==> src/hdl/lrr_pkg.sv <==
package lrr_pkg;

  localparam logic [31:0] LCG_MUL = 32'h0003_43FD;
  localparam logic [31:0] LCG_INC = 32'h0026_9EC3;
  localparam logic [31:0] RANGE_LIMIT_RESET = 32'h7FFF_FFFF;

  localparam logic [1:0] KIND_RAW    = 2'd0;
  localparam logic [1:0] KIND_RANGED = 2'd1;
  localparam logic [1:0] KIND_RESEED = 2'd2;

  localparam int DIV_STEPS = 32;

  typedef struct packed {
    logic [1:0]         kind;
    logic signed [31:0] low_bound;
    logic signed [31:0] high_bound;
    logic [31:0]        new_seed;
  } in_t;

  typedef struct packed {
    logic [31:0]        raw_value;
    logic signed [31:0] ranged_value;
    logic               bounds_swapped;
    logic               range_error;
  } out_t;

  typedef enum logic [2:0] {
    S_IDLE,
    S_PREP,
    S_MUL,
    S_DIV,
    S_ADD,
    S_DONE
  } state_t;

endpackage

==> src/hdl/lcg_ranged_random.sv <==
// Linear congruential random source (seed * 0x343FD + 0x269EC3, seed resets
// to 0) with a ranged draw. A reseed transaction is absorbed as it is
// accepted and gives no result. A raw draw only updates the seed and returns
// it. A ranged draw runs bound ordering and range check, the seed update, then
// a 32-step restoring remainder loop through one shared 33-bit
// subtract/compare unit, then the final add; that loop sets the rate. A ranged
// draw whose range is at or above range_limit is refused with the seed
// unchanged. The input is stalled while an item is in flight; the result sits
// in an output register, so the next transaction can be taken while it waits to be read.
module lcg_ranged_random (
  input  logic               clk,
  input  logic               rst,
  input  logic               cfg_write,
  input  logic [31:0]        cfg_data,
  input  logic               in_valid,
  output logic               in_stall,
  input  lrr_pkg::in_t       in_data,
  output logic               out_valid,
  input  logic               out_stall,
  output lrr_pkg::out_t      out_data
);
  import lrr_pkg::*;

  state_t state, state_next;

  logic [31:0]        range_limit;
  logic [31:0]        seed;
  in_t                item;
  logic               is_ranged;
  logic signed [31:0] lo;
  logic [32:0]        divisor;
  logic [31:0]        rem;
  logic [31:0]        dvd;
  logic [4:0]         cnt;
  out_t               res;

  logic               in_accept;
  logic               out_free;
  logic               load_out;

  logic               swap;
  logic signed [31:0] lo_ord;
  logic signed [31:0] hi_ord;
  logic [32:0]        range33;
  logic               refuse;
  logic [31:0]        seed_lcg;
  logic [32:0]        shifted;
  logic [33:0]        diff;
  logic               ge;
  logic [31:0]        rem_next;

  assign in_accept = in_valid && !in_stall;
  assign out_free  = !out_valid || !out_stall;

  assign swap     = item.high_bound < item.low_bound;
  assign lo_ord   = swap ? item.high_bound : item.low_bound;
  assign hi_ord   = swap ? item.low_bound : item.high_bound;
  assign range33  = {hi_ord[31], hi_ord} - {lo_ord[31], lo_ord};
  assign refuse   = range33[31:0] >= range_limit;
  assign seed_lcg = seed * LCG_MUL + LCG_INC;

  // shared remainder step
  assign shifted  = {rem, dvd[31]};
  assign diff     = {1'b0, shifted} - {1'b0, divisor};
  assign ge       = !diff[33];
  assign rem_next = ge ? diff[31:0] : shifted[31:0];

  always_comb begin
    state_next = state;
    unique case (state)
      S_IDLE: begin
        if (in_accept) begin
          case (in_data.kind)
            KIND_RAW:    state_next = S_MUL;
            KIND_RANGED: state_next = S_PREP;
            default:     state_next = S_IDLE;
          endcase
        end
      end
      S_PREP:  state_next = refuse ? S_DONE : S_MUL;
      S_MUL:   state_next = is_ranged ? S_DIV : S_DONE;
      S_DIV:   state_next = (cnt == 5'(DIV_STEPS - 1)) ? S_ADD : S_DIV;
      S_ADD:   state_next = S_DONE;
      S_DONE:  state_next = out_free ? S_IDLE : S_DONE;
      default: state_next = S_IDLE;
    endcase
  end

  always_comb begin
    in_stall = 1'b1;
    load_out = 1'b0;
    unique case (state)
      S_IDLE:  in_stall = 1'b0;
      S_DONE:  load_out = out_free;
      default: in_stall = 1'b1;
    endcase
  end

  always_ff @(posedge clk) begin
    if (rst) begin
      state       <= S_IDLE;
      range_limit <= RANGE_LIMIT_RESET;
      seed        <= '0;
      out_valid   <= 1'b0;
    end else begin
      state <= state_next;
      if (cfg_write) begin
        range_limit <= cfg_data;
      end
      if (state == S_IDLE && in_accept && in_data.kind == KIND_RESEED) begin
        seed <= in_data.new_seed;
      end
      if (state == S_MUL) begin
        seed <= seed_lcg;
      end
      if (load_out) begin
        out_valid <= 1'b1;
      end else if (!out_stall) begin
        out_valid <= 1'b0;
      end
    end
  end

  always_ff @(posedge clk) begin
    case (state)
      S_IDLE: begin
        if (in_accept) begin
          item      <= in_data;
          is_ranged <= in_data.kind == KIND_RANGED;
          res       <= '0;
        end
      end
      S_PREP: begin
        lo                 <= lo_ord;
        divisor            <= range33 + 33'd1;
        res.bounds_swapped <= swap;
        res.range_error    <= refuse;
      end
      S_MUL: begin
        res.raw_value <= seed_lcg;
        dvd           <= seed_lcg;
        rem           <= '0;
        cnt           <= '0;
      end
      S_DIV: begin
        rem <= rem_next;
        dvd <= {dvd[30:0], 1'b0};
        cnt <= cnt + 5'd1;
      end
      S_ADD: begin
        res.ranged_value <= lo + $signed(rem);
      end
      default: begin
      end
    endcase
    if (load_out) begin
      out_data <= res;
    end
  end

  a_refused_zero: assert property (@(posedge clk) disable iff (rst)
    out_valid && out_data.range_error |->
      out_data.raw_value == '0 && out_data.ranged_value == '0)
    else $error("refused draw with nonzero value");

  a_refused_seed: assert property (@(posedge clk) disable iff (rst)
    state == S_PREP && refuse |=> $stable(seed))
    else $error("seed moved on refused draw");

  a_rem_bound: assert property (@(posedge clk) disable iff (rst)
    state == S_DIV |-> {1'b0, rem} < divisor)
    else $error("remainder not below divisor");

  a_div_start: assert property (@(posedge clk) disable iff (rst)
    state == S_DIV && $past(state) == S_MUL |-> cnt == '0 && rem == '0)
    else $error("divider not cleared at start");

endmodule
==> config.mk <==
export PLATFORM = sky130hd
export DESIGN_NAME = lcg_ranged_random
export DESIGN_NICKNAME = d
export VERILOG_FILES = /design/src/hdl/lrr_pkg.sv /design/src/hdl/lcg_ranged_random.sv
export SDC_FILE = /design/constraint.sdc
export NUM_CORES = 1
export LEC_CHECK = 0
export BUFFER_PORTS_ARGS = -buffer_cell sky130_fd_sc_hd__buf_2
export CAP_MARGIN = 15
export CORE_ASPECT_RATIO = 0.75
export CORE_UTILIZATION = 60
export CTS_CLUSTER_DIAMETER = 120
export DETAILED_ROUTE_END_ITERATION = 12
export MAX_ROUTING_LAYER = met4
export PLACE_DENSITY = 0.79
export SKIP_LAST_GASP = 1
export SYNTH_ARGS = -nofsm -noshare
export SYNTH_HDL_FRONTEND = slang
export SYNTH_SLANG_ARGS = --single-unit
==> constraint.sdc <==
create_clock -name clk -period 7.8 [get_ports clk]
set_input_delay 1.56 -clock clk [delete_from_list [all_inputs] [get_ports clk]]
set_output_delay 1.56 -clock clk [all_outputs]
set_load 0.005 [all_outputs]
==> qor.txt, run 1 <==
number of placement rows: 68
accumulated negative setup slack: 0 ps
final worst path period need: 7510 ps
floorplan die height: 191 µm
number of global-route vias before repair: 20,169
unrepaired setup endpoints after global routing: yes
combinational family with the most area after synthesis: adder cells
area of the die: 48,400 µm²
share of synthesized flip-flops with an asynchronous set or reset: 0%
wirelength, routed: 73,900 µm
share of layout cells above drive strength 1: 12.7%
Setup Crit Path Kind: flip-flop to flip-flop
DRC Markers: 0
placement-stage cell area: 30,200 µm²
run status: finished, final reports clean
Top FF cell, synth: sky130_fd_sc_hd__edfxtp_1
worst rel slew slack: 16.4%
average vias per placed instance: 5.89
DRT antenna net count: 0
length of routed met2 wiring: 29,000 µm
Post-Synthesis Cell Area: 28,500 µm²
overall overflow remaining after global route: 0
met3 wirelength from detailed routing: 8080 µm
first-pass GRT wire length: 115,000 µm
number of buffers added by the clock tree synthesis step: 42
starting density of the core: 61.4%
count of distinct cell types in the synthesized netlist: 94
XOR/XNOR share of the synthesized area: 4.33%
largest incremental delay on the critical path: 750 ps
number of H-tree levels: 2
clock-pin slew reported for the worst setup and hold paths after clock tree synthesis: 60 ps
Tot GR Track Use: 32.2%
Final Cycle Share: 96.2%
highest attainable clock frequency: 133 MHz
number of antenna violations at the first check in global routing: 2
CTS root buffer: sky130_fd_sc_hd__clkbuf_16
Worst-Margin Slew: 1250 ps
number of top-level pins: 203
met1 layer wirelength in the final routing: 35,300 µm
number of buffers on the longest clock path: 3
proportion of synthesized area in mux cells: 0.307%
Arrival @ worst endpoint: 7940 ps
net total in the final layout: 3,482
most frequent cell on the critical path: sky130_fd_sc_hd__fa_1
count of pins over their slew limit: 0
die extent in x: 254 µm
critical path buffer and inverter count: 4
clock tree from TritonCTS: done
number of cells on the worst reg-to-reg path: 26
synthesized area per cell: 10.6 µm²
net count of the mapped netlist: 3,288
total number of cells along the worst setup path: 26
n_diodes: 0
adder-cell area share of the yosys netlist: 25.1%
Worst-Skew Late Latency: 600 ps
number of clock sinks: 399
Detailed Routing Iterations Pass 1: 5
final setup fails: 0
max-cap viol count: 0
sequential area share after synthesis: 39.6%
type of element capturing the critical path: flip-flop
Critical Path Start Type: flip-flop
worst hold path class: flip-flop to flip-flop
synthesized-area fraction occupied by and/or/nand/nor cells: 12.3%
synthesized instance count: 2,696
cell family contributing the most delay on the critical path: adder cells
top layer used by detailed routing: met4
slowest cell on the critical path: sky130_fd_sc_hd__a2111oi_0
largest net degree at the start of global routing: 68
flip-flop and latch count after synthesis: 399
worst-path maximum fanout: 8
1st-iter DRT viols: 1,975
buffers added on ports: 202
number of cells traversed by the worst hold path: 0
P&R area growth vs syn: 10.9%
average wire per cell in the routed design: 20.8 µm
number of enable-type register cells in the synthesized netlist: 331
Post-Layout Inst Area: 31,600 µm²
core box area: 46,500 µm²
Required @ worst endpoint: 8240 ps
weighted congestion reported at the end of routability-driven placement: 1.03
count of yosys warnings during synthesis: 0
total via count after detailed routing: 20,919
post-synthesis compound-gate area fraction: 12.4%
hold violation count in the final report: 0
HPWL after DPL: 58,300 µm
Layout Skew: 32.3 ps
[cells by family (layout without fill, tap and decap cells)]
family                   after synthesis  count (layout)
flip-flops                           399             399
multiplexers                           8               8
XOR/XNOR                             141             141
AND/OR/NAND/NOR                      726             726
adder cells (fa/ha/maj)              457             457
buffers and inverters                435             663
AO/OA/AOI/OAI                        530             530
[layout by cell type, fill, tap and decap left out, types with 10 or more instances in the layout]
| master | synthesis | final |
|---|---|---|
| sky130_fd_sc_hd__inv_1 | 353 | 351 |
| sky130_fd_sc_hd__edfxtp_1 | 331 | 331 |
| sky130_fd_sc_hd__nand2_1 | 283 | 283 |
| sky130_fd_sc_hd__ha_1 | 263 | 262 |
| sky130_fd_sc_hd__buf_2 | 6 | 202 |
| sky130_fd_sc_hd__fa_1 | 194 | 194 |
| sky130_fd_sc_hd__nor2_1 | 146 | 146 |
| sky130_fd_sc_hd__o21ai_0 | 137 | 136 |
| sky130_fd_sc_hd__a21oi_1 | 118 | 116 |
| sky130_fd_sc_hd__xnor2_1 | 95 | 95 |
| sky130_fd_sc_hd__dfxtp_1 | 68 | 67 |
| sky130_fd_sc_hd__nand3_1 | 60 | 60 |
| sky130_fd_sc_hd__nor3_1 | 45 | 45 |
| sky130_fd_sc_hd__xor2_1 | 46 | 45 |
| sky130_fd_sc_hd__clkbuf_16 | 0 | 42 |
| sky130_fd_sc_hd__a21o_1 | 38 | 38 |
| sky130_fd_sc_hd__or3_1 | 37 | 37 |
| sky130_fd_sc_hd__o211ai_1 | 35 | 35 |
| sky130_fd_sc_hd__a211oi_1 | 32 | 30 |
| sky130_fd_sc_hd__buf_4 | 2 | 29 |
| sky130_fd_sc_hd__nand2b_1 | 25 | 25 |
| sky130_fd_sc_hd__o21a_1 | 24 | 24 |
| sky130_fd_sc_hd__and2_1 | 25 | 24 |
| sky130_fd_sc_hd__nand4_1 | 19 | 19 |
| sky130_fd_sc_hd__nor2b_1 | 18 | 16 |
| sky130_fd_sc_hd__and3_1 | 16 | 16 |
| sky130_fd_sc_hd__a211o_1 | 13 | 13 |
| sky130_fd_sc_hd__a31oi_1 | 13 | 13 |
| sky130_fd_sc_hd__a21boi_0 | 11 | 11 |
| sky130_fd_sc_hd__clkinv_2 | 0 | 10 |
[layout make-up]
| type | instances | area, µm² |
|---|---|---|
| inverter | 353 | 1330 |
| timing repair buffer | 232 | 1240 |
| multi-input combinational | 1862 | 15600 |
| clock buffer | 57 | 1170 |
| sequential | 399 | 11300 |
| fill | 3540 | 14800 |
| tap | 630 | 788 |
| clock inverter | 21 | 209 |
[state kept, by name (all words and copies together) (netlist names)]
register	count
rem	32
lo	32
state	3
out_valid	1
out_data	66
is_ranged	1
range_limit	32
dvd	32
res	66
item	64
seed	32
divisor	33
cnt	5
[worst reg2reg max path: cells and delay by family, from the launching register on]
family | cells | cell delay (ps)
fa+ha+maj | 7 | 2900
compound gates | 10 | 2440
simple gates | 4 | 680
flops | 1 | 570
buf+inv | 4 | 420
xor+xnor | 1 | 300
[cell usage after synthesis (all sizes together), types with 9 or more instances]
cell type	count	area (µm²)
nand4	23	186
nand2	285	1070
xnor2	95	832
a21o	38	285
o22ai	9	62.6
ha	263	3290
inv	353	1330
or3	37	231
a21oi	121	617
dfxtp	68	1360
o21ai	145	726
or2	10	65.1
a31oi	13	81.3
a21boi	12	90.1
o211ai	35	263
fa	194	3880
buf	22	158
a211oi	36	290
edfxtp	331	9940
nor2	149	572
clkbuf	60	225
o21bai	9	71.3
nor2b	18	113
and2	27	173
o21a	24	180
and3	16	100
nor3	50	282
nand3	60	300
a2111oi	10	119
xor2	46	403
a211o	13	114
nand2b	25	156
[through the flow]
stage	utilization [%]	setup WS, ps	hold slack, ps	instances
CTS	68.0	226	416	3552
detailed placement	65.0	302	405	3474
finish	68.1	294	412	3554
global route	68.1	-2.30	421	3554
global placement	65.0	566	401	3474
floorplan	-	1270	400	2696
[layer usage]
metal  track usage [%]  vias to the layer above
met3              6.63                      115
met4              7.34                        0
met1              50.5                    10046
met2              42.1                      996
met5                 -                        -
li1                  -                     9762
[final timing paths]
check / from / to / slack, ps
max: seed[4]$_SDFFE_PP0P_ / seed[31]$_SDFFE_PP0P_ / 290
min: res[21]$_SDFFCE_PN0P_ / out_data[21]$_DFFE_PP_ / 410
max reg2reg: seed[4]$_SDFFE_PP0P_ / seed[31]$_SDFFE_PP0P_ / 290
min reg2reg: res[21]$_SDFFCE_PN0P_ / out_data[21]$_DFFE_PP_ / 410
[repair_timing]
action | 4_1_cts | 5_1_grt
setup endpoints to repair | 0 | 6
resized for setup | 0 | 7
hold buffers | 0 | 0
buffers inserted | 0 | 1
Power of run 1 is left out: the tool's default activity adds up to more than one toggle a clock period on the data nets, which glitch-free logic cannot reach.
==> run 2: changes to the inputs <==
--- a/config.mk
+++ b/config.mk
@@ -8,11 +8,11 @@
 export BUFFER_PORTS_ARGS = -buffer_cell sky130_fd_sc_hd__buf_2
 export CAP_MARGIN = 15
 export CORE_ASPECT_RATIO = 0.75
-export CORE_UTILIZATION = 60
+export CORE_UTILIZATION = 40
 export CTS_CLUSTER_DIAMETER = 120
 export DETAILED_ROUTE_END_ITERATION = 12
 export MAX_ROUTING_LAYER = met4
-export PLACE_DENSITY = 0.79
+export PLACE_DENSITY = 0.57
 export SKIP_LAST_GASP = 1
 export SYNTH_ARGS = -nofsm -noshare
 export SYNTH_HDL_FRONTEND = slang
==> qor.txt, run 2 (synthesis results as in run 1) <==
CTS root buffer: sky130_fd_sc_hd__clkbuf_16
worst-path maximum fanout: 8 (unchanged)
wirelength, routed: 76,500 µm (+3.6%)
number of placement rows: 84 (+24%)
Worst-Margin Slew: 1130 ps (-117 ps)
average wire per cell in the routed design: 19.7 µm (-5.1%)
number of inserted filler cells in the final layout: 6,515 (+84%)
unrepaired setup endpoints after global routing: yes
count of pins over their slew limit: 0 (unchanged)
Detailed Routing Iterations Pass 1: 6 (+1)
number of antenna violations at the first check in global routing: 5 (+3)
share of layout cells above drive strength 1: 12.8% (+0.20 points)
number of buffers on the longest clock path: 3 (unchanged)
type of element capturing the critical path: flip-flop
average vias per placed instance: 5.22 (-11%)
die extent in x: 310 µm (+22%)
number of H-tree levels: 2 (unchanged)
core box area: 70,300 µm² (+51%)
hold violation count in the final report: 0 (unchanged)
number of global-route vias before repair: 19,637 (-2.6%)
registers with the most flip-flops: out_data: 66 flops, res: 66 flops, item: 64 flops
sequential cell area in the final layout: 11,300 µm² (unchanged)
r2r endpoint: seed[30]$_SDFFE_PP0P_
worst rel slew slack: 24.2% (+7.8 points)
total via count after detailed routing: 20,236 (-3.3%)
area of the die: 72,400 µm² (+49%)
number of buffers added by the clock tree synthesis step: 46 (+9.5%)
cts-stage hold buffer count: 0 (unchanged)
most common cell after layout, fill and taps aside: sky130_fd_sc_hd__inv_1
Critical Path Start Type: flip-flop
overall overflow remaining after global route: 0 (unchanged)
1st-iter DRT viols: 1,516 (-23%)
highest attainable clock frequency: 137 MHz (+2.5%)
P&R area growth vs syn: 13.1%
number of cells traversed by the worst hold path: 0 (unchanged)
startpoint of the most critical hold path: res[55]$_SDFFCE_PN0P_
DRT antenna net count: 0 (unchanged)
worst hold path class: flip-flop to flip-flop
starting density of the core: 40.6% (-21 points)
Worst setup startpoint: seed[1]$_SDFFE_PP0P_
HPWL after DPL: 60,900 µm (+4.4%)
Tot GR Track Use: 22.3% (-10 points)
most frequent cells in the layout: 350 x sky130_fd_sc_hd__inv_1, 331 x sky130_fd_sc_hd__edfxtp_1, 283 x sky130_fd_sc_hd__nand2_1
end point of the most critical hold path: out_data[55]$_DFFE_PP_
max-cap viol count: 0 (unchanged)
clock tree from TritonCTS: done
Worst-Skew Late Latency: 590 ps (about the same)
DRC Markers: 0 (unchanged)
Arrival @ worst endpoint: 7800 ps (-140 ps)
number of clock sinks: 399 (unchanged)
clock-pin slew reported for the worst setup and hold paths after clock tree synthesis: 70 ps (about the same)
number of cells on the worst reg-to-reg path: 25 (-3.8%)
Final Cycle Share: 93.9% (-2.3 points)
placement-stage cell area: 30,600 µm² (+1.4%)
slack of the worst reg-to-reg path: 480 ps (+180 ps)
beginning of the worst register-to-register path: seed[1]$_SDFFE_PP0P_
net total in the final layout: 3,490 (+0.23%)
first-pass GRT wire length: 119,000 µm (+3.7%)
number of top-level pins: 203 (unchanged)
Setup Crit Path Kind: flip-flop to flip-flop
final worst path period need: 7320 ps (-181 ps)
largest net degree at the start of global routing: 76 (+12%)
buffers added on ports: 202 (unchanged)
run status: finished, final reports clean
floorplan die height: 233 µm (+22%)
final setup fails: 0 (unchanged)
weighted congestion reported at the end of routability-driven placement: 0.946 (-7.9%)
Post-Layout Inst Area: 32,300 µm² (+2.0%)
multi-input gate area in the final layout: 15,600 µm² (+0.24%)
n_diodes: 0 (unchanged)
accumulated negative setup slack: 0 ps (unchanged)
Layout Skew: 28.2 ps (-4.04 ps)
Required @ worst endpoint: 8270 ps (+30 ps)
## run 2: cell count changes in the layout (fill, tap and decap cells not counted), sizes merged
cell,previous run,this run
buf,232,236
clkbuf,57,61
clkinvlp,2,1
clkinv,14,13
bufinv,2,6
## run 2: repair_timing
action / 4_1_cts / 5_1_grt
resized for setup: 0 / 15
endpoints found under the hold margin: 0 / 0
endpoints found under the setup margin: 0 / 13
setup buffers: 0 / 2
## run 2: routing by layer
layer  up-vias  share of wire [%]  track usage, %
met3        57                6.0            3.52
met4         0                1.0            3.43
met2       577                 39            28.8
met1      9818                 54            36.0
met5         -                  0               -
li1       9784                  -               -
## run 2: worst max path at each step
stage                                  to
floorplan           seed[30]$_SDFFE_PP0P_
detailed placement  state[0]$_SDFFE_PP0P_
global placement    state[2]$_SDFFE_PP0P_
global route        state[2]$_SDFFE_PP0P_
CTS                 state[0]$_SDFFE_PP0P_
finish              seed[30]$_SDFFE_PP0P_
## run 2: worst max-delay path, cell delays in order, from the launching register on
cell,delay (ps)
sky130_fd_sc_hd__dfxtp_1,490
sky130_fd_sc_hd__fa_1,590
sky130_fd_sc_hd__fa_1,590
sky130_fd_sc_hd__fa_1,410
sky130_fd_sc_hd__ha_1,280
sky130_fd_sc_hd__inv_1,50
sky130_fd_sc_hd__fa_1,490
sky130_fd_sc_hd__fa_1,510
sky130_fd_sc_hd__inv_1,50
sky130_fd_sc_hd__ha_1,330
sky130_fd_sc_hd__a21oi_1,220
sky130_fd_sc_hd__o21ai_0,110
sky130_fd_sc_hd__a21oi_1,230
sky130_fd_sc_hd__o21bai_1,90
sky130_fd_sc_hd__a21oi_1,230
sky130_fd_sc_hd__o21bai_1,150
sky130_fd_sc_hd__a21bo_2,250
sky130_fd_sc_hd__a2111oi_0,430
sky130_fd_sc_hd__nor3_1,200
sky130_fd_sc_hd__a41oi_2,310
sky130_fd_sc_hd__a211oi_1,150
sky130_fd_sc_hd__a41o_1,280
sky130_fd_sc_hd__o211ai_1,230
sky130_fd_sc_hd__xor2_1,230
sky130_fd_sc_hd__nor2_1,100
sky130_fd_sc_hd__o21a_1,200
## run 2: cell type report
type	instances	area share [%]
inverter	353	4.11
timing repair buffer	236	3.97
clock buffer	61	3.90
clock inverter	23	0.880
multi-input combinational	1862	48.5
sequential	399	35.0
tap	946	3.67
## run 2: per-stage QoR
stage	std cells	setup WS, ps	hold slack, ps	util, %
3_3_place_gp	3794	352	402	43.6
5_1_grt	3880	-46.1	398	45.9
3_5_place_dp	3794	124	405	43.6
2_1_floorplan	2696	1270	400	-
4_1_cts	3878	72.6	396	45.8
6_report	3880	475	394	45.9
Power of run 2 is left out for the same reason.
